==> src/rtl/core/inactivity_batch_closer_core_assert.svh <==
// Assertion helpers for the core modules, included by ibc_back
`ifndef INACTIVITY_BATCH_CLOSER_CORE_ASSERT_SVH
`define INACTIVITY_BATCH_CLOSER_CORE_ASSERT_SVH

// same-cycle implication
`define IBC_ASSERT_NOW(lbl, ante, cons, msg) \
    lbl: assert property (@(posedge clk) disable iff (!rst_n) (ante) |-> (cons)) \
        else $error(msg);

// next-cycle implication
`define IBC_ASSERT_NEXT(lbl, ante, cons, msg) \
    lbl: assert property (@(posedge clk) disable iff (!rst_n) (ante) |=> (cons)) \
        else $error(msg);

`endif

==> src/rtl/core/ibc_pkg.sv <==
// ----------------------------------------------------------------------------
// ibc_pkg
// Types and constants of the inactivity batch closer.
// ----------------------------------------------------------------------------
package ibc_pkg;

    localparam int SLOTS_DEFAULT = 32;
    localparam int SLOTS_MAX     = 64;
    localparam int ADDR_MAX_W    = 6;

    typedef enum logic [2:0] {
        FN_ADVANCE = 3'd0,
        FN_COMMIT  = 3'd1,
        FN_TICK    = 3'd2,
        FN_RECOVER = 3'd3,
        FN_NEW_DAY = 3'd4
    } func_t;

    typedef enum logic [2:0] {
        ST_OK           = 3'd0,
        ST_UNHEALTHY    = 3'd1,
        ST_DOUBLE_ADV   = 3'd2,
        ST_TIME_BACK    = 3'd3,
        ST_NO_ADVANCE   = 3'd4,
        ST_SEQ_GAP      = 3'd5,
        ST_BAD_CAND     = 3'd6,
        ST_TIMER_OPEN   = 3'd7
    } status_t;

    typedef enum logic [1:0] {
        CR_NONE  = 2'd0,
        CR_EVENT = 2'd1,
        CR_TIMER = 2'd2
    } reason_t;

    typedef enum logic {
        F_IDLE,
        F_EXEC
    } front_state_t;

    typedef enum logic {
        B_IDLE,
        B_WALK
    } back_state_t;

    typedef struct packed {
        logic [2:0]  func;
        logic [63:0] time_ns;
        logic        sequence_ok;
        logic        has_candidate;
        logic        instrument_present;
        logic [4:0]  instrument_slot;
        logic [63:0] cut_number;
        logic [63:0] feed_sequence;
        logic [63:0] exchange_time_us;
        logic [63:0] candidate_receive_ns;
    } ibc_in_t;

    typedef struct packed {
        logic [2:0]  status;
        logic [1:0]  close_reason;
        logic [63:0] batch_number;
        logic [63:0] last_activity_out;
        logic [63:0] inactivity_out;
        logic        candidate_valid;
        logic [4:0]  out_slot;
        logic [63:0] out_cut;
        logic [63:0] out_sequence;
        logic [63:0] out_exchange_time_us;
        logic [63:0] out_receive_ns;
        logic        last_of_run;
    } ibc_out_t;

    // work handed from front to back
    typedef struct packed {
        logic                 is_close;
        status_t              status;
        reason_t              reason;
        logic [63:0]          batch;
        logic [63:0]          last_act;
        logic [63:0]          inact;
        logic [SLOTS_MAX-1:0] mask;
    } ibc_job_t;

    typedef struct packed {
        logic                  walk;
        logic [ADDR_MAX_W-1:0] addr;
    } ibc_rdreq_t;

    typedef struct packed {
        logic [63:0] cut;
        logic [63:0] seq;
        logic [63:0] xtime;
        logic [63:0] rtime;
    } ibc_pdata_t;

    typedef struct packed {
        logic                  en;
        logic [ADDR_MAX_W-1:0] addr;
        logic [63:0]           cut;
    } ibc_ewr_t;

endpackage

==> src/rtl/core/ibc_queue.sv <==
// ----------------------------------------------------------------------------
// ibc_queue
// Two-entry job queue between the front and back parts.
// ----------------------------------------------------------------------------
module ibc_queue (
    input  logic            clk,
    input  logic            rst_n,
    input  logic            push,
    input  ibc_pkg::ibc_job_t push_job,
    input  logic            pop,
    output logic            q_valid,
    output ibc_pkg::ibc_job_t q_job
);
    import ibc_pkg::*;

    ibc_job_t   mem_reg [2];
    logic       wptr_reg, wptr_next;
    logic       rptr_reg, rptr_next;
    logic [1:0] cnt_reg, cnt_next;
    logic       do_pop;

    assign q_valid = (cnt_reg != 2'd0);
    assign q_job   = mem_reg[rptr_reg];
    assign do_pop  = pop && q_valid;

    always_comb
    begin
        wptr_next = wptr_reg;
        rptr_next = rptr_reg;
        cnt_next  = cnt_reg;
        if (push)
        begin
            wptr_next = ~wptr_reg;
        end
        if (do_pop)
        begin
            rptr_next = ~rptr_reg;
        end
        if (push && !do_pop)
        begin
            cnt_next = cnt_reg + 2'd1;
        end
        else if (!push && do_pop)
        begin
            cnt_next = cnt_reg - 2'd1;
        end
    end

    always_ff @(posedge clk)
    begin
        if (push)
        begin
            mem_reg[wptr_reg] <= push_job;
        end
    end

    always_ff @(posedge clk or negedge rst_n)
    begin
        if (!rst_n)
        begin
            wptr_reg <= 1'b0;
            rptr_reg <= 1'b0;
            cnt_reg  <= 2'd0;
        end
        else
        begin
            wptr_reg <= wptr_next;
            rptr_reg <= rptr_next;
            cnt_reg  <= cnt_next;
        end
    end

endmodule

==> config.mk <==
export PLATFORM = sky130hd
export DESIGN_NAME = ibc_queue
export DESIGN_NICKNAME = d
export VERILOG_FILES = /design/src/rtl/core/inactivity_batch_closer_core_assert.svh /design/src/rtl/core/ibc_pkg.sv /design/src/rtl/core/ibc_queue.sv
export SDC_FILE = /design/constraint.sdc
export NUM_CORES = 1
export LEC_CHECK = 0
export BUFFER_PORTS_ARGS = -buffer_cell sky130_fd_sc_hd__buf_2
export CORE_MARGIN = 3
export CORE_UTILIZATION = 45
export DETAILED_ROUTE_END_ITERATION = 6
export GPL_ROUTABILITY_DRIVEN = 0
export PLACE_DENSITY = 0.7
export REMOVE_ABC_BUFFERS = 1
export SYNTH_ARGS = -nofsm -noshare
export SYNTH_HDL_FRONTEND = slang
export SYNTH_SLANG_ARGS = --single-unit
==> constraint.sdc <==
create_clock -name clk -period 15.5 [get_ports clk]
set_input_delay 3.1 -clock clk [delete_from_list [all_inputs] [get_ports clk]]
set_output_delay 3.1 -clock clk [all_outputs]
set_load 0.02 [all_outputs]
; ---- Word-level counts from Yosys, hierarchy flattened
; Memories as Yosys holds them, arrays and structs flattened.
; Cells that the tools add are included.
[op_classes]
addsub = 2
muxes = 4
n_bitwise = 2
n_reduce_logical = 7
[op_table]
columns = op, n
row1 = $mux W2, 2
row2 = $reduce_bool A2 Y1, 2
row3 = $logic_and A1 B1 Y1, 3
row4 = $add A2 B1 Y2 const B, 1
row5 = $logic_not A1 Y1, 2
row6 = $mux W1, 2
row7 = $not A1 Y1, 2
row8 = $sub A2 B1 Y2 const B, 1
[totals]
register_bits = 4
ramBits = 524
inputBits = 266
output_inout_bits = 263
n_memories = 1
[mem_list]
columns = name, words, width, read_ports, rd_ports_with_merged_regs, write_ports, line
row1 = mem_reg, 2, 262, 1, 0, 1, ibc_queue.sv:16  ; ibc_job_t mem_reg [2];

; ---- Logic depth before layout (Yosys ltp)
[logic_depth]
word_depth = 5
ltp_mapped = 6
ltp_nobuf = 6

; ---- Worst setup path after synthesis
; OpenSTA, ideal clock, no wires.
[synth_timing]
kind = input port to flip-flop
startpoint = input push
endpoint = memory mem_reg[0][0] (netlist bit), enable pin
arrival_time_ps = 14372
t_required_ps = 14579
setup_slack_ps = 207
stages = 1
path_buffers = 0
cell_sequence = nor2b_1
[synth_between]
elab_chain_cells = 2
[synth_lines]
columns = item, line
row1 = from (decl), ibc_queue.sv:8  ; input logic push,
row2 = $mux W1, ibc_queue.sv:51  ; if (push)
row3 = $mux W1 (not written as such), ibc_queue.sv:53  ; mem_reg[wptr_reg] <= push_job;
row4 = to (decl), ibc_queue.sv:16
; No other way between the ends.

==> impl_metrics.json <==
{
  "ys_seq_elements": 528,
  "r2r_start": "wptr_reg",
  "regArea_um2": 15800,
  "hold_buffers": 0,
  "synth_area_um2": 19400,
  "fill_cells": 3221,
  "fin_skew_ns": 0.0128,
  "r2r_end": "mem_reg[1][181]",
  "drcViolationCount": 0,
  "coreArea_um2": 42200,
  "wl_per_cell_um": 20.9,
  "synth.distinct_cells": 15,
  "clk_transition_reported_paths_ns": 0.06,
  "power.density_nw_per_um2": 194,
  "worst-path-max-fanout": 76,
  "grtUsageTotal": 0.173,
  "grt-ovfl-total": 0,
  "area_growth_pct": 25.1,
  "antenna_found_initial": 14,
  "largest_reg_flops": 524,
  "period_needed_ns": 7.12,
  "path_class": "reg2out",
  "clk_path_buf_depth": 3,
  "tritoncts.num_buffers": 52,
  "vias_per_cell": 4.96,
  "rsz0062_at_grt": "false",
  "clock.fmax_ghz": 0.141,
  "drive_gt1_frac": 0.616,
  "r2r_slack_ns": 12.15,
  "ir_worst_vdd_v": 0.000126,
  "rows": 75,
  "min_period_over_period": 0.459,
  "boundaryPins": 529,
  "status": "finished, final reports clean",
  "routed_wl_mm": 41.3,
  "setup_viol": 0,
  "holdPathStages": 1,
  "finish.utilization": 0.573,
  "cp.required_ns": 12.40,
  "synth_warnings": 0,
  "grt_max_degree": 79,
  "die_h_um": 213,
  "startpoint_type": "flip-flop",
  "maxCapViolations": 0,
  "nNetsFinal": 1660,
  "cts_setup_buffers": 0,
  "via_count": 9809,
  "finalHoldViolCount": 0,
  "synthCells": 830,
  "dr.pass1.iters": 5,
  "cts-resized-gates": 0,
  "ant_nets": 0,
  "setup_tns_ns": 0,
  "h-tree-depth": 2,
  "root_buffer": "clkbuf_16",
  "cts_tree": "built",
  "worstPathArrival_ns": 4.02,
  "post-dp-hpwl_mm": 28.2,
  "grt_pass1_wl_mm": 59.3,
  "worstRegToRegCells": 3,
  "ys_seq_area_frac": 0.818,
  "multiInputGateArea_um2": 3310,
  "holdCritStartpoint": "cnt_reg[1]",
  "die_area_um2": 45500,
  "leakage_nw": 9.28,
  "slew_violations": 0,
  "syn_area_per_cell_um2": 23.3,
  "worst_setup_path_end_kind": "output port",
  "io_buffer_count": 528,
  "hold-path-endpoint": "cnt_reg[1]",
  "slew_headroom": 0.252,
  "dieWidth_um": 213,
  "worstHoldPathType": "reg2reg",
  "grt_pass1_vias": 10229,
  "worst_pin_slew_ns": 1.12,
  "insertion_delay_ns": 0.57,
  "drtIter0Drc": 610,
  "initial_utilization": 0.458,
  "cts_sinks": 528
}
## report_power, final
group	total, mW	switching, mW	leakage, nW	internal [mW]
Clock	1.22	0.496	0.816	0.723
Sequential	2.00	0.0979	4.96	1.90
Combinational	1.48	0.889	3.50	0.595
## synth_stat cells
cell type	number	area, µm²
mux2_4	70	1050
edfxtp_1	524	15700
or2_2	1	6.26
xor2_1	3	26.3
nor2b_1	1	6.26
xnor2_1	2	17.5
buf_2	10	50.1
buf_6	8	90.1
buf_4	11	82.6
nand2_1	1	3.75
ha_1	1	12.5
mux2_2	192	2160
dfrtp_1	4	100
nor2_1	1	3.75
and2_1	1	6.26
## cells in the final DEF, fill, tap and decap left out
cell type | Yosys | layout
buf_2 | 10 | 528
edfxtp_1 | 524 | 524
mux2_2 | 192 | 192
mux2_4 | 70 | 70
clkbuf_16 | 0 | 53
clkinv_2 | 0 | 14
buf_4 | 11 | 10
clkbuf_1 | 0 | 9
diode_2 | 0 | 8
bufinv_16 | 0 | 6
clkinv_1 | 0 | 5
xor2_1 | 3 | 3
clkinvlp_4 | 0 | 3
dfrtp_1 | 4 | 3
xnor2_1 | 2 | 2
or2_2 | 1 | 1
and2_4 | 0 | 1
nand2_1 | 1 | 1
nor2b_4 | 0 | 1
nor2_1 | 1 | 1
ha_1 | 1 | 1
clkinv_4 | 0 | 1
dfrtp_4 | 0 | 1
## per-stage QoR
stage                     setup slack, ns  cell area [µm²]  hold WS (ns)  instances  power, mW
after floorplan                     0.207            19100         0.434        801       3.27
after global placement               8.95            22500         0.450       1878       3.51
after detailed placement             8.93            22500         0.455       1878       3.53
after CTS                            8.30            24200         0.467       1969       4.76
after global routing                 8.12            24200         0.487       1975       4.91
final                                8.38            24200         0.474       1977       4.70
## worst max-delay path by stage
stage | to | slack (ns) | start
after floorplan | mem_reg[0][0] | 0.21 | push
after global placement | q_job[87] | 8.95 | rptr_reg
after detailed placement | q_job[132] | 8.93 | rptr_reg
after CTS | q_job[132] | 8.30 | rptr_reg
after global routing | q_job[41] | 8.12 | rptr_reg
final | q_job[162] | 8.38 | rptr_reg
## per-layer routing
layer | global-route usage | part of all wire
met1 | 0.206 | 0.38
met2 | 0.292 | 0.50
met3 | 0.0642 | 0.091
met4 | 0.0627 | 0.026
met5 | 0 | 0.0021
## critical path, cell delays in order, from the launching register on
cell and delay, ns:
dfrtp_4 1.08, buf_4 0.85, buf_4 0.79, mux2_2 0.41
buf_2 0.16
## cells by family (layout without fill, tap and decap cells)
logic type    count (synthesis)  after routing  share of synthesized area
buf+inv                      29            629                     0.0115
xor+xnor                      5              5                    0.00226
flops                       528            528                      0.818
fa+ha+maj                     1              1                   0.000646
simple gates                  5              5                    0.00136
other cells                   0              8                          0
mux                         262            262                      0.166
## final cells by class
class / instances / share of cell area
well taps: 539 / 0.0278
clock buffers: 62 / 0.0562
flip-flops and latches: 528 / 0.654
multi-input cells: 273 / 0.137
repair buffers: 538 / 0.112
diodes: 8 / 0.000827
clock inverters: 29 / 0.0124
(Power assumes the default switching activity.)
