**src/rtl/core/inactivity_batch_closer_core_assert.svh**
```systemverilog
// Assertion helpers for the core modules, included by ibc_back
`ifndef INACTIVITY_BATCH_CLOSER_CORE_ASSERT_SVH
`define INACTIVITY_BATCH_CLOSER_CORE_ASSERT_SVH

// same-cycle implication
`define IBC_ASSERT_NOW(lbl, ante, cons, msg) \
    lbl: assert property (@(posedge clk) disable iff (!rst_n) (ante) |-> (cons)) \
        else $error(msg);

// next-cycle implication
`define IBC_ASSERT_NEXT(lbl, ante, cons, msg) \
    lbl: assert property (@(posedge clk) disable iff (!rst_n) (ante) |=> (cons)) \
        else $error(msg);

`endif

```
**src/rtl/core/ibc_pkg.sv**
```systemverilog
// ----------------------------------------------------------------------------
// ibc_pkg
// Types and constants of the inactivity batch closer.
// ----------------------------------------------------------------------------
package ibc_pkg;

    localparam int SLOTS_DEFAULT = 32;
    localparam int SLOTS_MAX     = 64;
    localparam int ADDR_MAX_W    = 6;

    typedef enum logic [2:0] {
        FN_ADVANCE = 3'd0,
        FN_COMMIT  = 3'd1,
        FN_TICK    = 3'd2,
        FN_RECOVER = 3'd3,
        FN_NEW_DAY = 3'd4
    } func_t;

    typedef enum logic [2:0] {
        ST_OK           = 3'd0,
        ST_UNHEALTHY    = 3'd1,
        ST_DOUBLE_ADV   = 3'd2,
        ST_TIME_BACK    = 3'd3,
        ST_NO_ADVANCE   = 3'd4,
        ST_SEQ_GAP      = 3'd5,
        ST_BAD_CAND     = 3'd6,
        ST_TIMER_OPEN   = 3'd7
    } status_t;

    typedef enum logic [1:0] {
        CR_NONE  = 2'd0,
        CR_EVENT = 2'd1,
        CR_TIMER = 2'd2
    } reason_t;

    typedef enum logic {
        F_IDLE,
        F_EXEC
    } front_state_t;

    typedef enum logic {
        B_IDLE,
        B_WALK
    } back_state_t;

    typedef struct packed {
        logic [2:0]  func;
        logic [63:0] time_ns;
        logic        sequence_ok;
        logic        has_candidate;
        logic        instrument_present;
        logic [4:0]  instrument_slot;
        logic [63:0] cut_number;
        logic [63:0] feed_sequence;
        logic [63:0] exchange_time_us;
        logic [63:0] candidate_receive_ns;
    } ibc_in_t;

    typedef struct packed {
        logic [2:0]  status;
        logic [1:0]  close_reason;
        logic [63:0] batch_number;
        logic [63:0] last_activity_out;
        logic [63:0] inactivity_out;
        logic        candidate_valid;
        logic [4:0]  out_slot;
        logic [63:0] out_cut;
        logic [63:0] out_sequence;
        logic [63:0] out_exchange_time_us;
        logic [63:0] out_receive_ns;
        logic        last_of_run;
    } ibc_out_t;

    // work handed from front to back
    typedef struct packed {
        logic                 is_close;
        status_t              status;
        reason_t              reason;
        logic [63:0]          batch;
        logic [63:0]          last_act;
        logic [63:0]          inact;
        logic [SLOTS_MAX-1:0] mask;
    } ibc_job_t;

    typedef struct packed {
        logic                  walk;
        logic [ADDR_MAX_W-1:0] addr;
    } ibc_rdreq_t;

    typedef struct packed {
        logic [63:0] cut;
        logic [63:0] seq;
        logic [63:0] xtime;
        logic [63:0] rtime;
    } ibc_pdata_t;

    typedef struct packed {
        logic                  en;
        logic [ADDR_MAX_W-1:0] addr;
        logic [63:0]           cut;
    } ibc_ewr_t;

endpackage

```
**src/rtl/core/ibc_back.sv**
```systemverilog
// ----------------------------------------------------------------------------
// ibc_back
// Turns jobs into result beats; walks the pending slots of a closed batch.
// ----------------------------------------------------------------------------
`include "inactivity_batch_closer_core_assert.svh"

module ibc_back #(
    parameter int INSTRUMENT_SLOTS = ibc_pkg::SLOTS_DEFAULT
) (
    input  logic                 clk,
    input  logic                 rst_n,
    input  logic                 q_valid,
    input  ibc_pkg::ibc_job_t    q_job,
    input  ibc_pkg::ibc_pdata_t  pdata,
    output logic                 pop,
    output ibc_pkg::ibc_rdreq_t  rdreq,
    output ibc_pkg::ibc_ewr_t    ewr,
    output logic                 back_busy,
    output logic                 done,
    output ibc_pkg::ibc_out_t    result
);
    import ibc_pkg::*;

    localparam int N  = INSTRUMENT_SLOTS;
    localparam int AW = (N > 1) ? $clog2(N) : 1;

    back_state_t   state_reg, state_next;
    ibc_job_t      job_reg, job_next;
    logic [AW:0]   cnt_reg, cnt_next;
    logic          pend_reg, pend_next;
    logic [AW-1:0] pslot_reg, pslot_next;
    ibc_out_t      out_reg, out_next;
    logic          done_reg, done_next;

    logic [N-1:0]  mask;
    logic [N-1:0]  rest;
    logic          emit, last;

    assign mask      = job_reg.mask[N-1:0];
    assign rest      = (mask >> pslot_reg) >> 1;
    assign emit      = (state_reg == B_WALK) && pend_reg && mask[pslot_reg];
    assign last      = (rest == '0);
    assign back_busy = (state_reg == B_WALK);
    assign done      = done_reg;
    assign result    = out_reg;

    always_comb
    begin
        unique case (state_reg)
            B_IDLE:  state_next = (q_valid && q_job.is_close &&
                                   (q_job.mask[N-1:0] != '0)) ? B_WALK : B_IDLE;
            B_WALK:  state_next = (emit && last) ? B_IDLE : B_WALK;
            default: state_next = B_IDLE;
        endcase
    end

    always_comb
    begin
        job_next   = job_reg;
        cnt_next   = cnt_reg;
        pend_next  = pend_reg;
        pslot_next = pslot_reg;
        out_next   = out_reg;
        done_next  = 1'b0;
        pop        = 1'b0;
        rdreq      = '0;
        ewr        = '0;

        unique case (state_reg)
            B_IDLE:
            begin
                if (q_valid)
                begin
                    pop        = 1'b1;
                    job_next   = q_job;
                    cnt_next   = '0;
                    pend_next  = 1'b0;
                    pslot_next = '0;
                    if (!q_job.is_close || (q_job.mask[N-1:0] == '0))
                    begin
                        // single result or header-only close
                        out_next                   = '0;
                        out_next.status            = q_job.status;
                        out_next.close_reason      = q_job.reason;
                        out_next.batch_number      = q_job.batch;
                        out_next.last_activity_out = q_job.last_act;
                        out_next.inactivity_out    = q_job.inact;
                        out_next.last_of_run       = 1'b1;
                        done_next                  = 1'b1;
                    end
                end
            end
            B_WALK:
            begin
                rdreq.walk = 1'b1;
                rdreq.addr = ADDR_MAX_W'(cnt_reg[AW-1:0]);
                pend_next  = (cnt_reg < (AW+1)'(N));
                pslot_next = cnt_reg[AW-1:0];
                cnt_next   = cnt_reg + (AW+1)'(1);
                if (emit)
                begin
                    out_next.status               = job_reg.status;
                    out_next.close_reason         = job_reg.reason;
                    out_next.batch_number         = job_reg.batch;
                    out_next.last_activity_out    = job_reg.last_act;
                    out_next.inactivity_out       = job_reg.inact;
                    out_next.candidate_valid      = 1'b1;
                    out_next.out_slot             = 5'(pslot_reg);
                    out_next.out_cut              = pdata.cut;
                    out_next.out_sequence         = pdata.seq;
                    out_next.out_exchange_time_us = pdata.xtime;
                    out_next.out_receive_ns       = pdata.rtime;
                    out_next.last_of_run          = last;
                    done_next                     = 1'b1;
                    ewr.en                        = 1'b1;
                    ewr.addr                      = ADDR_MAX_W'(pslot_reg);
                    ewr.cut                       = pdata.cut;
                end
            end
            default:
            begin
                done_next = 1'b0;
            end
        endcase
    end

    always_ff @(posedge clk)
    begin
        job_reg   <= job_next;
        pslot_reg <= pslot_next;
        out_reg   <= out_next;
    end

    always_ff @(posedge clk or negedge rst_n)
    begin
        if (!rst_n)
        begin
            state_reg <= B_IDLE;
            cnt_reg   <= '0;
            pend_reg  <= 1'b0;
            done_reg  <= 1'b0;
        end
        else
        begin
            state_reg <= state_next;
            cnt_reg   <= cnt_next;
            pend_reg  <= pend_next;
            done_reg  <= done_next;
        end
    end

    `IBC_ASSERT_NOW(a_hdr_is_last, done_reg && !out_reg.candidate_valid,
        out_reg.last_of_run, "result without candidate must end its run")
    `IBC_ASSERT_NOW(a_close_ok, done_reg && (out_reg.close_reason != CR_NONE),
        out_reg.status == ST_OK, "closing result with error status")
    `IBC_ASSERT_NEXT(a_no_spurious, (state_reg == B_IDLE) && !q_valid,
        !done_reg, "result beat without a job")

endmodule

```
**config.mk**
```make
export PLATFORM = sky130hd
export DESIGN_NAME = ibc_back
export DESIGN_NICKNAME = d
export VERILOG_FILES = /design/src/rtl/core/ibc_pkg.sv /design/src/rtl/core/ibc_back.sv
export VERILOG_INCLUDE_DIRS = /design/src /design/src/rtl/core
export SDC_FILE = /design/constraint.sdc
export NUM_CORES = 1
export LEC_CHECK = 0
export ABC_CLOCK_PERIOD_IN_PS = 34100
export BUFFER_PORTS_ARGS = -buffer_cell sky130_fd_sc_hd__buf_2
export CAP_MARGIN = 30
export CORE_AREA = 5 5 414 416
export CTS_BUF_LIST = sky130_fd_sc_hd__clkbuf_16
export DETAILED_ROUTE_END_ITERATION = 12
export DIE_AREA = 0 0 419 421
export GPL_ROUTABILITY_DRIVEN = 0
export PLACE_DENSITY_LB_ADDON = 0.1
export SKIP_LAST_GASP = 1
export SYNTH_ARGS = -nofsm -noshare
export SYNTH_HDL_FRONTEND = slang
export SYNTH_SLANG_ARGS = --single-unit
```
**constraint.sdc**
```tcl
create_clock -name clk -period 34.1 [get_ports clk]
set_clock_uncertainty 0.15 [all_clocks]
set_input_delay 6.82 -clock clk [delete_from_list [all_inputs] [get_ports clk]]
set_output_delay 6.82 -clock clk [all_outputs]
set_load 0.05 [all_outputs]
```
## After elaboration in Yosys (flattened, before gate mapping)

Index checks and enable logic that the tools add are counted.

- Bits in registers: 703
- Latch bits: 0
- Bits in writable memories: 0
- Memory bits (read-only): 0
- Bits of input ports: 521
- Output and inout port bits: 541
- Word-level logic and storage cells: 67
- Memories kept: 0

- Add/subtract/negate cells: 1
- Multiply operators: 0
- Div/mod/pow operators: 0
- Magnitude comparators: 2
- Equal/unequal tests: 3
- Shift operators: 1
- Multiplexer cells: 24
- Bitwise gates (word level): 1
- Reduce and logical (&&, ||, !) cells: 12

Operators by type and width:

| operator | number |
|---|---|
| 2-to-1 mux 460 bit | 3 |
| case mux 460 bit (2 select lines) | 1 |
| 2-to-1 mux 71 bit | 2 |
| logical NOT 32 bit | 2 |
| nonzero test 32 bit | 1 |
| right shift 32 x 5 -> 32 bit | 1 |
| case mux 6 bit (2 select lines) | 1 |
| case mux 5 bit (2 select lines) | 1 |
| 2-to-1 mux 1 bit | 9 |
| 2-to-1 mux 7 bit | 1 |
| adder 6 x 1 -> 6 bit, second input constant | 1 |
| less-than comparator 5 x 6 -> 1 bit, second input constant | 1 |
| less-than comparator 6 bit, second input constant | 1 |
| 2-to-1 mux 6 bit | 1 |
| case mux 1 bit (2 select lines) | 3 |
| binary-select mux 1 bit (select 5 bit) | 1 |
| logical AND 1 bit | 5 |
| 2-to-1 mux 5 bit | 1 |
| != test 2 bit, second input constant | 2 |
| AND reduction 3 bit | 1 |
| != test 2 x 1 -> 1 bit, second input constant | 1 |
| AND reduction 2 bit | 1 |
| logical NOT 1 bit | 1 |
| logical OR 1 bit | 1 |
| NOT 1 bit | 1 |

## Logic depth before layout (Yosys ltp)

Gate-level depths: netlist of the first run.

- Depth after elaboration: 6
- Depth in mapped cells: 10

## Worst setup path after synthesis of the first run

No wires, ideal clock.

- Kind: in2reg
- Start point: input port q_valid
- End point: register out_reg (netlist bit result[0]) (enable)
- Setup time: 0.825 ns
- Arrival: 20.875 ns
- Required time: 33.125 ns
- Setup slack: 12.251 ns
- Cell stages on the path: 3
- Cell sequence: nand2b_1 inv_1 a21o_1

- Word-level cells in the longest chain between the ends: 2

Ends and longest elaborated chain:

| element | RTL line | text |
|---|---|---|
| from (decl) | ibc_back.sv:12 | `input logic q_valid,` |
| != test 2 bit (no line) | -- |  |
| AND reduction 3 bit (no line) | -- |  |
| to (signal assigned) | ibc_back.sv:131 | `out_reg <= out_next;` |
| to (decl) | ibc_back.sv:32 | `ibc_out_t out_reg, out_next;` |

Every way passes these cells.
A chain may end at the register's enable or synchronous reset.

## Worst setup path in the final report of the first run

- Start point: input port q_valid
- End point: output port pop

- Word-level cells in the longest chain between the ends: 2

Ends and longest elaborated chain:

| element | RTL line | text |
|---|---|---|
| 2-to-1 mux 1 bit | ibc_back.sv:72 | `if (q_valid)` |
| 2-to-1 mux 1 bit | ibc_back.sv:69 | `unique case (state_reg)` |
| to (decl) | ibc_back.sv:15 | `output logic pop,` |

Every way passes these cells.

==> results of run 1 <==
==> worst reg2reg max path: stages, from the launching register on <==
cell and delay, ns:
edfxtp_1 0.32, buf_4 0.47, mux4_2 0.38, mux2i_1 0.07
nor2_1 0.15, a21oi_1 0.05, a21boi_0 0.50, o211a_4 0.70
a21o_4 0.69, buf_4 0.81, buf_4 0.82, buf_4 0.77
==> per-layer routing <==
metal | track usage, % | vias up | share of wire, %
li1 | - | 7685 | -
met1 | 11.4 | 8461 | 35
met2 | 21.7 | 673 | 55
met3 | 3.82 | 202 | 7.8
met4 | 2.79 | 18 | 2.5
met5 | 0 | - | 0.11
==> placed cells by master (no fill, tap or decap), types with 11 or more instances in the layout <==
master and instances:
and2_1 336, mux2_2 202, mux4_2 13, clkinv_2 17, inv_1 31, clkbuf_16 91, nand2_1 11, diode_2 11
edfxtp_1 694, clkinv_1 24, nor2_1 15, buf_2 1027, a21oi_1 13
==> cells by family after synthesis <==
| logic type | Yosys count | share of synthesized area, % |
|---|---|---|
| AO/OA/AOI/OAI | 56 | 1.49 |
| XOR/XNOR | 2 | 0.0649 |
| adder cells (fa/ha/maj) | 1 | 0.0464 |
| buffers and inverters | 79 | 1.41 |
| flip-flops | 703 | 78.1 |
| multiplexers | 218 | 9.63 |
| other | 1 | 0.0139 |
| AND/OR/NAND/NOR | 410 | 9.28 |
==> layout make-up <==
type                       instances  area share [%]
clock buffer                      91            6.08
sequential                       703            56.3
inverter                           6          0.0802
tap                             2204            7.36
antenna                           11          0.0735
timing repair buffer            1042            14.2
multi-input combinational        689            14.8
clock inverter                    74            1.11
==> how the worst min path moves through the flow <==
stage,endpoint,slack [ns],cells after the start
after floorplan,pend_reg,0.30,1
after global placement,pend_reg,0.31,1
after detailed placement,pend_reg,0.33,1
after CTS,pend_reg,0.33,1
after global routing,pend_reg,0.34,1
final,pend_reg,0.33,1
==> stage by stage <==
| step | instance area [sq um] | hold WS [ns] |
|---|---|---|
| 6_report | 37400 | 0.326 |
| 5_1_grt | 37400 | 0.345 |
| 4_1_cts | 37400 | 0.333 |
| 3_5_place_dp | 34700 | 0.327 |
| 3_3_place_gp | 34700 | 0.314 |
| 2_1_floorplan | 27000 | 0.299 |
==> results.md, run 1 <==
* Result of the run: finished, final reports clean
* Largest cells by area after synthesis: edfxtp_1, mux2_2, and2_1
* Number of cells on the critical path at 4
* Floorplan die width at about 420 um
* Core Rows at 150
* Worst-case clock buffer depth at 3
* Tightest Pin Transition at around 1.2 ns
* Post-synth top cells: edfxtp_1, and2_1, mux2_2, clkbuf_1, nor2_1
* Endpoint of the worst-slack reg-to-reg timing path: result[324]
* Fraction of final layout cells with drive strength greater than 1 at between 50 and 60%
* Timing endpoint of the critical path: pop
* Height of the die at 421 um
* Final hold violations at 0
* Count of warnings emitted by yosys at 0
* Vias in the first global route at 17800
* Post-synthesis async set-or-reset flop share at under 10%
* Final wirelength at 104000 um
* Number of nets at the end of the flow at 3053
* Leading cell type by number of instances after synthesis: edfxtp_1
* Floorplan die area at 176000 sq um
* Buffers inserted by post-CTS timing repair at 0
* Final Slew Violations at 0
* Non-filler cells, final at 4820
* Ports at 1062
* Overall overflow remaining after global route at 0
* Final cell utilization of the core at roughly 22%
* Biggest fanout along the worst timing path at 78
* Worst setup EP type: primary output
* Worst relative slew slack at 17.2%
* Hold buffer count at CTS at 0
* H-tree Lvls at 3
* Worst slack after detailed placement at 18.89 ns
* Most frequent CP cell: buf_2
* Count of antenna-violating nets left after detailed routing at 0
* # fillers at 17800
* Detail-routed net length per standard cell at 21.5 um
* # placed instances at 4644
* Most used DFF post-synth: edfxtp_1
* Setup total negative slack at 0 ns
* Cell area after synthesis at 27000 sq um
* Number of cells produced by synthesis at 1470
* Register bit total from synthesis at between 700 and 800
* Count of input and output buffers at 1027
* Worst min path class: register to register
* Data required time of the critical path at 27.13 ns
* Area of the core region at 167000 sq um
* Initial antenna violation count at 60
* Sequential cell area at approximately 21000 sq um
* Global-route wire length before repair at approximately 140000 um
* Total half-perimeter wirelength after legalization and detailed placement at about 80000 um
* Clock Root Buffer: clkbuf_16
* Detailed-routing iteration count for the pre-antenna-repair pass at 4
* All-layer global routing usage at 11.2%
* Layout-stage area growth over the synthesis result at 38.8%
* Total area of multi-input combinational cells at ~5500 sq um
* Number of vias per cell after detailed routing at 3.54
* Top cell type by total area after synthesis: edfxtp_1
* Critical Path Source: q_valid
* Starting density of the core at roughly 16%
* Maximum operating frequency at about 66 MHz
* Total number of vias at 17000
* Avg Cell Area, Syn at 18.4 sq um
* Clock latency of the later-clocked register in the worst-skew pair at between 0.6 and 0.7 ns
* Total CTS buffers at between 80 and 90
* Register-to-register setup slack at 27.75 ns
* Share of synthesized area occupied by flip-flops and latches at between 70% and 80%
* R2R Path Start: pslot_reg[0]
* Worst path cell trace: buf_2 -> nand2b_1 -> inv_8 -> buf_2
* Largest register FFs at 460
* Quantity of gates resized following cts at 0
* Distinct cell type count of the synthesized netlist at 50
* Slowest cell on the critical path: inv_8
* Crit share post-route at between 40 and 50%
* Reg clk slew, reported paths at 0.05 ns
* Max-capacitance violation count at 0
* Num Clock Sinks at 703
* Category of the worst setup path launch point: input port
* Critical hold path startpoint: cnt_reg[5]
* Remaining DRCs at 0
* Crit path max-delay family: buffers and inverters
* Start-to-end type of the worst setup path: input port to primary output
* Fin worst setup slack at 18.91 ns
* R2r worst-path depth at 11
* Number of DRC markers in iteration 0 at 873
* Largest stage delay on the critical path at 0.53 ns
* Endpoint arrival time on the critical path at slightly above 8 ns
* RSZ-0062 raised after global routing: false
* Shortest period the worst path allows at 15.19 ns
* Clock tree from TritonCTS: yes
* Crit path buf inv count at 3
* Number of flops mapped to enable cells by yosys at slightly below 700
* Largest net degree at the start of global routing at 203
* Final setup fails at 0
* Area share of the leading cell type in the synthesized netlist at between 70% and 80%
Power of run 1 is left out: the tool's default activity adds up to more than one toggle a clock period on the data nets, which glitch-free logic cannot reach.
==> run 2: changes to the inputs <==
--- a/config.mk
+++ b/config.mk
@@ -6,13 +6,13 @@
 export SDC_FILE = /design/constraint.sdc
 export NUM_CORES = 1
 export LEC_CHECK = 0
-export ABC_CLOCK_PERIOD_IN_PS = 34100
+export ABC_CLOCK_PERIOD_IN_PS = 12550
 export BUFFER_PORTS_ARGS = -buffer_cell sky130_fd_sc_hd__buf_2
 export CAP_MARGIN = 30
-export CORE_AREA = 5 5 414 416
+export CORE_AREA = 5 5 416 418
 export CTS_BUF_LIST = sky130_fd_sc_hd__clkbuf_16
 export DETAILED_ROUTE_END_ITERATION = 12
-export DIE_AREA = 0 0 419 421
+export DIE_AREA = 0 0 421 423
 export GPL_ROUTABILITY_DRIVEN = 0
 export PLACE_DENSITY_LB_ADDON = 0.1
 export SKIP_LAST_GASP = 1
==> constraint.sdc (replaced) <==
create_clock -name clk -period 12.55 [get_ports clk]
set_clock_uncertainty 0.15 [all_clocks]
set_input_delay 2.51 -clock clk [delete_from_list [all_inputs] [get_ports clk]]
set_output_delay 2.51 -clock clk [all_outputs]
set_load 0.05 [all_outputs]
==> results.md, run 2 (synthesis gave the netlist of run 1 again) <==
* Result of the run: finished, final reports clean (unchanged)
* Critical hold path startpoint: cnt_reg[5] (unchanged)
* Hold buffer count at CTS at 0 (unchanged)
* Clock Root Buffer: clkbuf_16 (unchanged)
* Area of the core region at 169000 sq um (was 167000 sq um)
* Vias in the first global route at 17800 (about the same)
* Overall overflow remaining after global route at 0 (unchanged)
* Final wirelength at 102000 um (was 104000 um)
* Crit path max-delay family: buffers and inverters (unchanged)
* Count of antenna-violating nets left after detailed routing at 0 (unchanged)
* Count of input and output buffers at 1027 (unchanged)
* Core Rows at 151 (was 150)
* Endpoint arrival time on the critical path at 4.01 ns (was 8.22 ns)
* All-layer global routing usage at 11.0% (was 11.2%)
* Final Slew Violations at 0 (unchanged)
* Starting density of the core at 16.0% (was 16.2%)
* Worst slack after detailed placement at 5.23 ns (was 18.89 ns)
* Crit path buf inv count at 3 (unchanged)
* Number of nets at the end of the flow at 3064 (was 3053)
* Worst-case hold path end point: cnt_reg[5] (was pend_reg)
* Fraction of final layout cells with drive strength greater than 1 at 53.5% (was 53.1%)
* Register-to-register setup slack at 7.42 ns (was 27.75 ns)
* Worst relative slew slack at 42.2% (was 17.2%)
* Finished layout cell area at 37600 sq um (was 37400 sq um)
* Total CTS buffers at 91 (was 89)
* Placed cell areas at 34800 sq um (was 34700 sq um)
* Largest stage delay on the critical path at 0.64 ns (was 0.53 ns)
* R2R Path Start: pslot_reg[0] (unchanged)
* Initial antenna violation count at 60 (unchanged)
* Final hold violations at 0 (unchanged)
* Total number of vias at 17100 (was 17000)
* Data required time of the critical path at 9.89 ns (was 27.13 ns)
* Largest register FFs at 460 (unchanged)
* Fin worst setup slack at 5.88 ns (was 18.91 ns)
* Biggest fanout along the worst timing path at 26 (was 78)
* Count of cells along the worst hold path at 1 (unchanged)
* Leading cell type in the layout, fill and taps excluded: buf_2 (unchanged)
* Setup total negative slack at 0 ns (unchanged)
* Start-to-end type of the worst setup path: input port to primary output (unchanged)
* Floorplan die width at 421 um (was 419 um)
* Slowest cell on the critical path: clkinvlp_4 (was inv_8)
* Endpoint of the worst-slack reg-to-reg timing path: result[458] (was result[324])
* Ports at 1062 (unchanged)
* Layout-stage area growth over the synthesis result at 39.5% (was 38.8%)
* Clock tree from TritonCTS: yes (unchanged)
* Tightest Pin Transition at 0.867 ns (was 1.24 ns)
* Shortest period the worst path allows at around 6.7 ns
* Number of DRC markers in iteration 0 at 913 (was 873)
* Global-route wire length before repair at 141000 um (about the same)
* Maximum operating frequency at 150 MHz
* Worst path cell trace: buf_2 -> nand2b_1 -> clkinvlp_4 -> buf_2 (was buf_2 -> nand2b_1 -> inv_8 -> buf_2)
* Worst min path class: register to register (unchanged)
* Number of vias per cell after detailed routing at 3.52 (was 3.54)
* Worst-case clock buffer depth at 3 (unchanged)
* Buffers inserted by post-CTS timing repair at 0 (unchanged)
* Worst setup EP type: primary output (unchanged)
* Most frequent CP cell: buf_2 (unchanged)
* RSZ-0062 raised after global routing: false (unchanged)
* Num Clock Sinks at 703 (unchanged)
* Clock latency of the later-clocked register in the worst-skew pair at 0.70 ns (was 0.67 ns)
* H-tree Lvls at 3 (unchanged)
* Detail-routed net length per standard cell at 21.0 um (was 21.5 um)
* Max-capacitance violation count at 0 (unchanged)
* Leading cell types in the layout, fill and taps excluded: buf_2, edfxtp_1, and2_1 (unchanged)
* Reg clk slew, reported paths at 0.05 ns (about the same)
* Largest net degree at the start of global routing at 137 (was 203)
* Final setup fails at 0 (unchanged)
* Floorplan die area at 178000 sq um (was 176000 sq um)
* Quantity of gates resized following cts at 0 (unchanged)
* R2r worst-path depth at 9 (was 11)
* Remaining DRCs at 0 (unchanged)
* Smallest hold slack at 0.385 ns (was 0.326 ns)
* Detailed-routing iteration count for the pre-antenna-repair pass at 4 (unchanged)
* Height of the die at 423 um (was 421 um)
* Category of the worst setup path launch point: input port (unchanged)
* Crit share post-route at between 50% and 60%
* Total half-perimeter wirelength after legalization and detailed placement at 76400 um (was 78000 um)
==> run 2: cell types whose count changed in the layout (fill, tap and decap cells not counted), moves of 3 or more <==
| cell | before | now |
|---|---|---|
| clkinv_2 | 17 | 14 |
| buf_16 | 1 | 4 |
| clkinvlp_4 | 1 | 4 |
| clkinv_1 | 24 | 19 |
| buf_4 | 10 | 18 |
| diode_2 | 11 | 15 |
==> run 2: worst max-delay path by stage <==
| stage | from | end | slack, ns | cells past startpoint |
|---|---|---|---|---|
| final | q_valid | pop | 5.88 | 4 |
| after global routing | pslot_reg[0] | ewr[12] | 5.77 | 8 |
| after CTS | q_valid | pop | 5.80 | 4 |
| after detailed placement | q_valid | result[116] | 5.23 | 7 |
| after global placement | q_valid | result[19] | 5.33 | 7 |
| after floorplan | q_valid | result[0] | 1.17 | 3 |
==> run 2: layer usage <==
layer | part of all wire [%] | up-vias | global-route usage (%)
li1 | - | 7716 | -
met1 | 35 | 8418 | 11.1
met2 | 54 | 700 | 20.5
met3 | 7.8 | 215 | 4.00
met4 | 3.5 | 16 | 4.25
met5 | 0.10 | - | 0
==> run 2: layout make-up <==
cell class,count,area (sq um)
Tap cell,2218,2780
Clock buffer,92,2300
Clock inverter,73,455
Multi-Input combinational cell,689,5550
Sequential cell,703,21100
Inverter,6,26.3
Fill cell,18000,131000
Timing Repair Buffer,1051,5430
Antenna cell,15,37.5
==> run 2: metrics by stage <==
stage          utilization (%)  instances
2_1_floorplan                -       1471
3_3_place_gp              20.6       4662
3_5_place_dp              20.6       4664
4_1_cts                   22.2       4829
5_1_grt                   22.3       4837
6_report                  22.3       4847
Power of run 2 is left out for the same reason.
==> run 3: changes to the inputs <==
--- a/config.mk
+++ b/config.mk
@@ -6,7 +6,7 @@
 export SDC_FILE = /design/constraint.sdc
 export NUM_CORES = 1
 export LEC_CHECK = 0
-export ABC_CLOCK_PERIOD_IN_PS = 12550
+export ABC_CLOCK_PERIOD_IN_PS = 6000
 export BUFFER_PORTS_ARGS = -buffer_cell sky130_fd_sc_hd__buf_2
 export CAP_MARGIN = 30
 export CORE_AREA = 5 5 416 418
==> constraint.sdc (replaced) <==
create_clock -name clk -period 6 [get_ports clk]
set_clock_uncertainty 0.15 [all_clocks]
set_input_delay 1.2 -clock clk [delete_from_list [all_inputs] [get_ports clk]]
set_output_delay 1.2 -clock clk [all_outputs]
set_load 0.05 [all_outputs]
==> results.md, run 3 (synthesis gave the netlist of run 1 again) <==
* Worst setup EP type: primary output (unchanged)
* Number of DRC markers in iteration 0 at 815 (was 913)
* Max-capacitance violation count at 0 (unchanged)
* Clock latency of the later-clocked register in the worst-skew pair at 0.68 ns (was 0.70 ns)
* Total number of vias at 17300 (was 17100)
* Detail-routed net length per standard cell at 21.7 um (was 21.0 um)
* Largest stage delay on the critical path at 0.62 ns (was 0.64 ns)
* Largest net degree at the start of global routing at 188 (was 137)
* Shortest period the worst path allows at 4.88 ns
* Number of cells on the critical path at 9 (was 4)
* Slowest cell on the critical path: o211a_4 (was clkinvlp_4)
* Worst-case clock buffer depth at 3 (unchanged)
* Worst path cell trace: buf_16 -> mux4_2 -> mux2i_1 -> nor2_1 -> a21oi_1 -> a21boi_0 -> o211a_4 -> and2_1 -> buf_2 (was buf_2 -> nand2b_1 -> clkinvlp_4 -> buf_2)
* Leading cell types in the layout, fill and taps excluded: buf_2, edfxtp_1, and2_1 (unchanged)
* Quantity of gates resized following cts at 0 (unchanged)
* Area of the core region at 169000 sq um (unchanged)
* Critical Path Source: pslot_reg[0] (was q_valid)
* Initial antenna violation count at 68 (was 60)
* Clock Root Buffer: clkbuf_16 (unchanged)
* Num Clock Sinks at 703 (unchanged)
* R2r worst-path depth at 9 (unchanged)
* Biggest fanout along the worst timing path at 72 (was 26)
* Ports at 1062 (unchanged)
* Count of antenna-violating nets left after detailed routing at 0 (unchanged)
* Fraction of final layout cells with drive strength greater than 1 at 54.0% (was 53.5%)
* Endpoint arrival time on the critical path at 3.53 ns (was 4.01 ns)
* Data required time of the critical path at 4.65 ns (was 9.89 ns)
* Detailed-routing iteration count for the pre-antenna-repair pass at 4 (unchanged)
* Start-to-end type of the worst setup path: register to primary output (was input port to primary output)
* Count of input and output buffers at 1027 (unchanged)
* Crit path max-delay family: compound AO/OA/AOI/OAI gates (was buffers and inverters)
* Final wirelength at 105000 um (was 102000 um)
* Remaining DRCs at 0 (unchanged)
* Number of nets at the end of the flow at 3073 (was 3064)
* R2R Path Start: pslot_reg[0] (unchanged)
* Floorplan die width at 421 um (unchanged)
* H-tree Lvls at 3 (unchanged)
* Core Rows at 151 (unchanged)
* Register-to-register setup slack at 1.92 ns (was 7.42 ns)
* Number of vias per cell after detailed routing at 3.56 (was 3.52)
* Starting density of the core at 16.0% (unchanged)
* Endpoint of the worst-slack reg-to-reg timing path: result[343] (was result[458])
* Buffers inserted by post-CTS timing repair at 0 (unchanged)
* Floorplan die area at 178000 sq um (unchanged)
* Hold buffer count at CTS at 0 (unchanged)
* Smallest hold slack at 0.256 ns (was 0.385 ns)
* Height of the die at 423 um (unchanged)
* Category of the worst setup path launch point: register (was input port)
* Timing endpoint of the critical path: ewr[59] (was pop)
* Leading cell type in the layout, fill and taps excluded: buf_2 (unchanged)
* Tightest Pin Transition at 1.14 ns (was 0.867 ns)
* RSZ-0062 raised after global routing: false (unchanged)
* Total half-perimeter wirelength after legalization and detailed placement at 79600 um (was 76400 um)
* Clock tree from TritonCTS: yes (unchanged)
* Crit share post-route at 81.4%
* Final setup fails at 0 (unchanged)
* Crit path buf inv count at 2 (was 3)
* Overall overflow remaining after global route at 0 (unchanged)
* Maximum operating frequency at roughly 200 MHz
* Setup total negative slack at 0 ns (unchanged)
* Global-route wire length before repair at 145000 um (was 141000 um)
* Vias in the first global route at 18300 (was 17800)
* All-layer global routing usage at 11.3% (was 11.0%)
* Final hold violations at 0 (unchanged)
* Total CTS buffers at 90 (was 91)
* Largest register FFs at 460 (unchanged)
* Result of the run: finished, final reports clean (unchanged)
* Final Slew Violations at 0 (unchanged)
* Worst relative slew slack at 23.9% (was 42.2%)
* Reg clk slew, reported paths at 0.06 ns (was 0.05 ns)
* Worst min path class: input port to async pin (was register to register)
* Layout-stage area growth over the synthesis result at 40.2% (was 39.5%)
[run 3: final cells by class]
class                   instances  area [sq um]
fillers                     17900        131000
repair buffers               1061          5530
well taps                    2218          2780
flip-flops and latches        703         21100
inverters                       6          26.3
clock inverters                69           552
clock buffers                  92          2300
diodes                         12          30.0
multi-input cells             689          5560
[run 3: worst min-delay path by stage]
stage                          start    endpoint  slack (ns)  cells past startpoint
final                          rst_n  cnt_reg[2]        0.26                      1
after global routing           rst_n  cnt_reg[2]        0.18                      1
after CTS                      rst_n  cnt_reg[2]        0.16                      1
after detailed placement  cnt_reg[5]    pend_reg        0.33                      1
after global placement    cnt_reg[5]    pend_reg        0.32                      1
after floorplan           cnt_reg[5]    pend_reg        0.30                      1
[run 3: per-layer routing]
layer | part of all wire, % | wire [um] | track usage (%) | vias to the layer above
met4 | 3.9 | 4090 | 3.87 | 20
li1 | - | - | - | 7732
met3 | 8.3 | 8690 | 4.52 | 233
met1 | 36 | 37700 | 11.7 | 8535
met2 | 52 | 54500 | 20.6 | 730
met5 | 0.13 | 138 | 0 | -
[run 3: through the flow]
stage / worst slack (ns) / cell area [sq um] / std cells / util [%]
after floorplan: -4.02 / 27000 / 1471 / -
after detailed placement: 1.63 / 35000 / 4677 / 20.7
final: 1.12 / 37800 / 4850 / 22.4
after global routing: 0.812 / 37800 / 4842 / 22.4
after global placement: 1.40 / 34900 / 4674 / 20.7
after CTS: 0.975 / 37800 / 4838 / 22.4
[run 3: worst reg2reg max path, delay by kind of cell (launching register included)]
| kind | cells | cell delay, ns |
|---|---|---|
| compound gates | 4 | 1.40 |
| simple gates | 1 | 0.09 |
| mux | 2 | 0.44 |
| buf+inv | 2 | 0.99 |
| flops | 1 | 0.55 |
Power of run 3 is left out for the same reason.
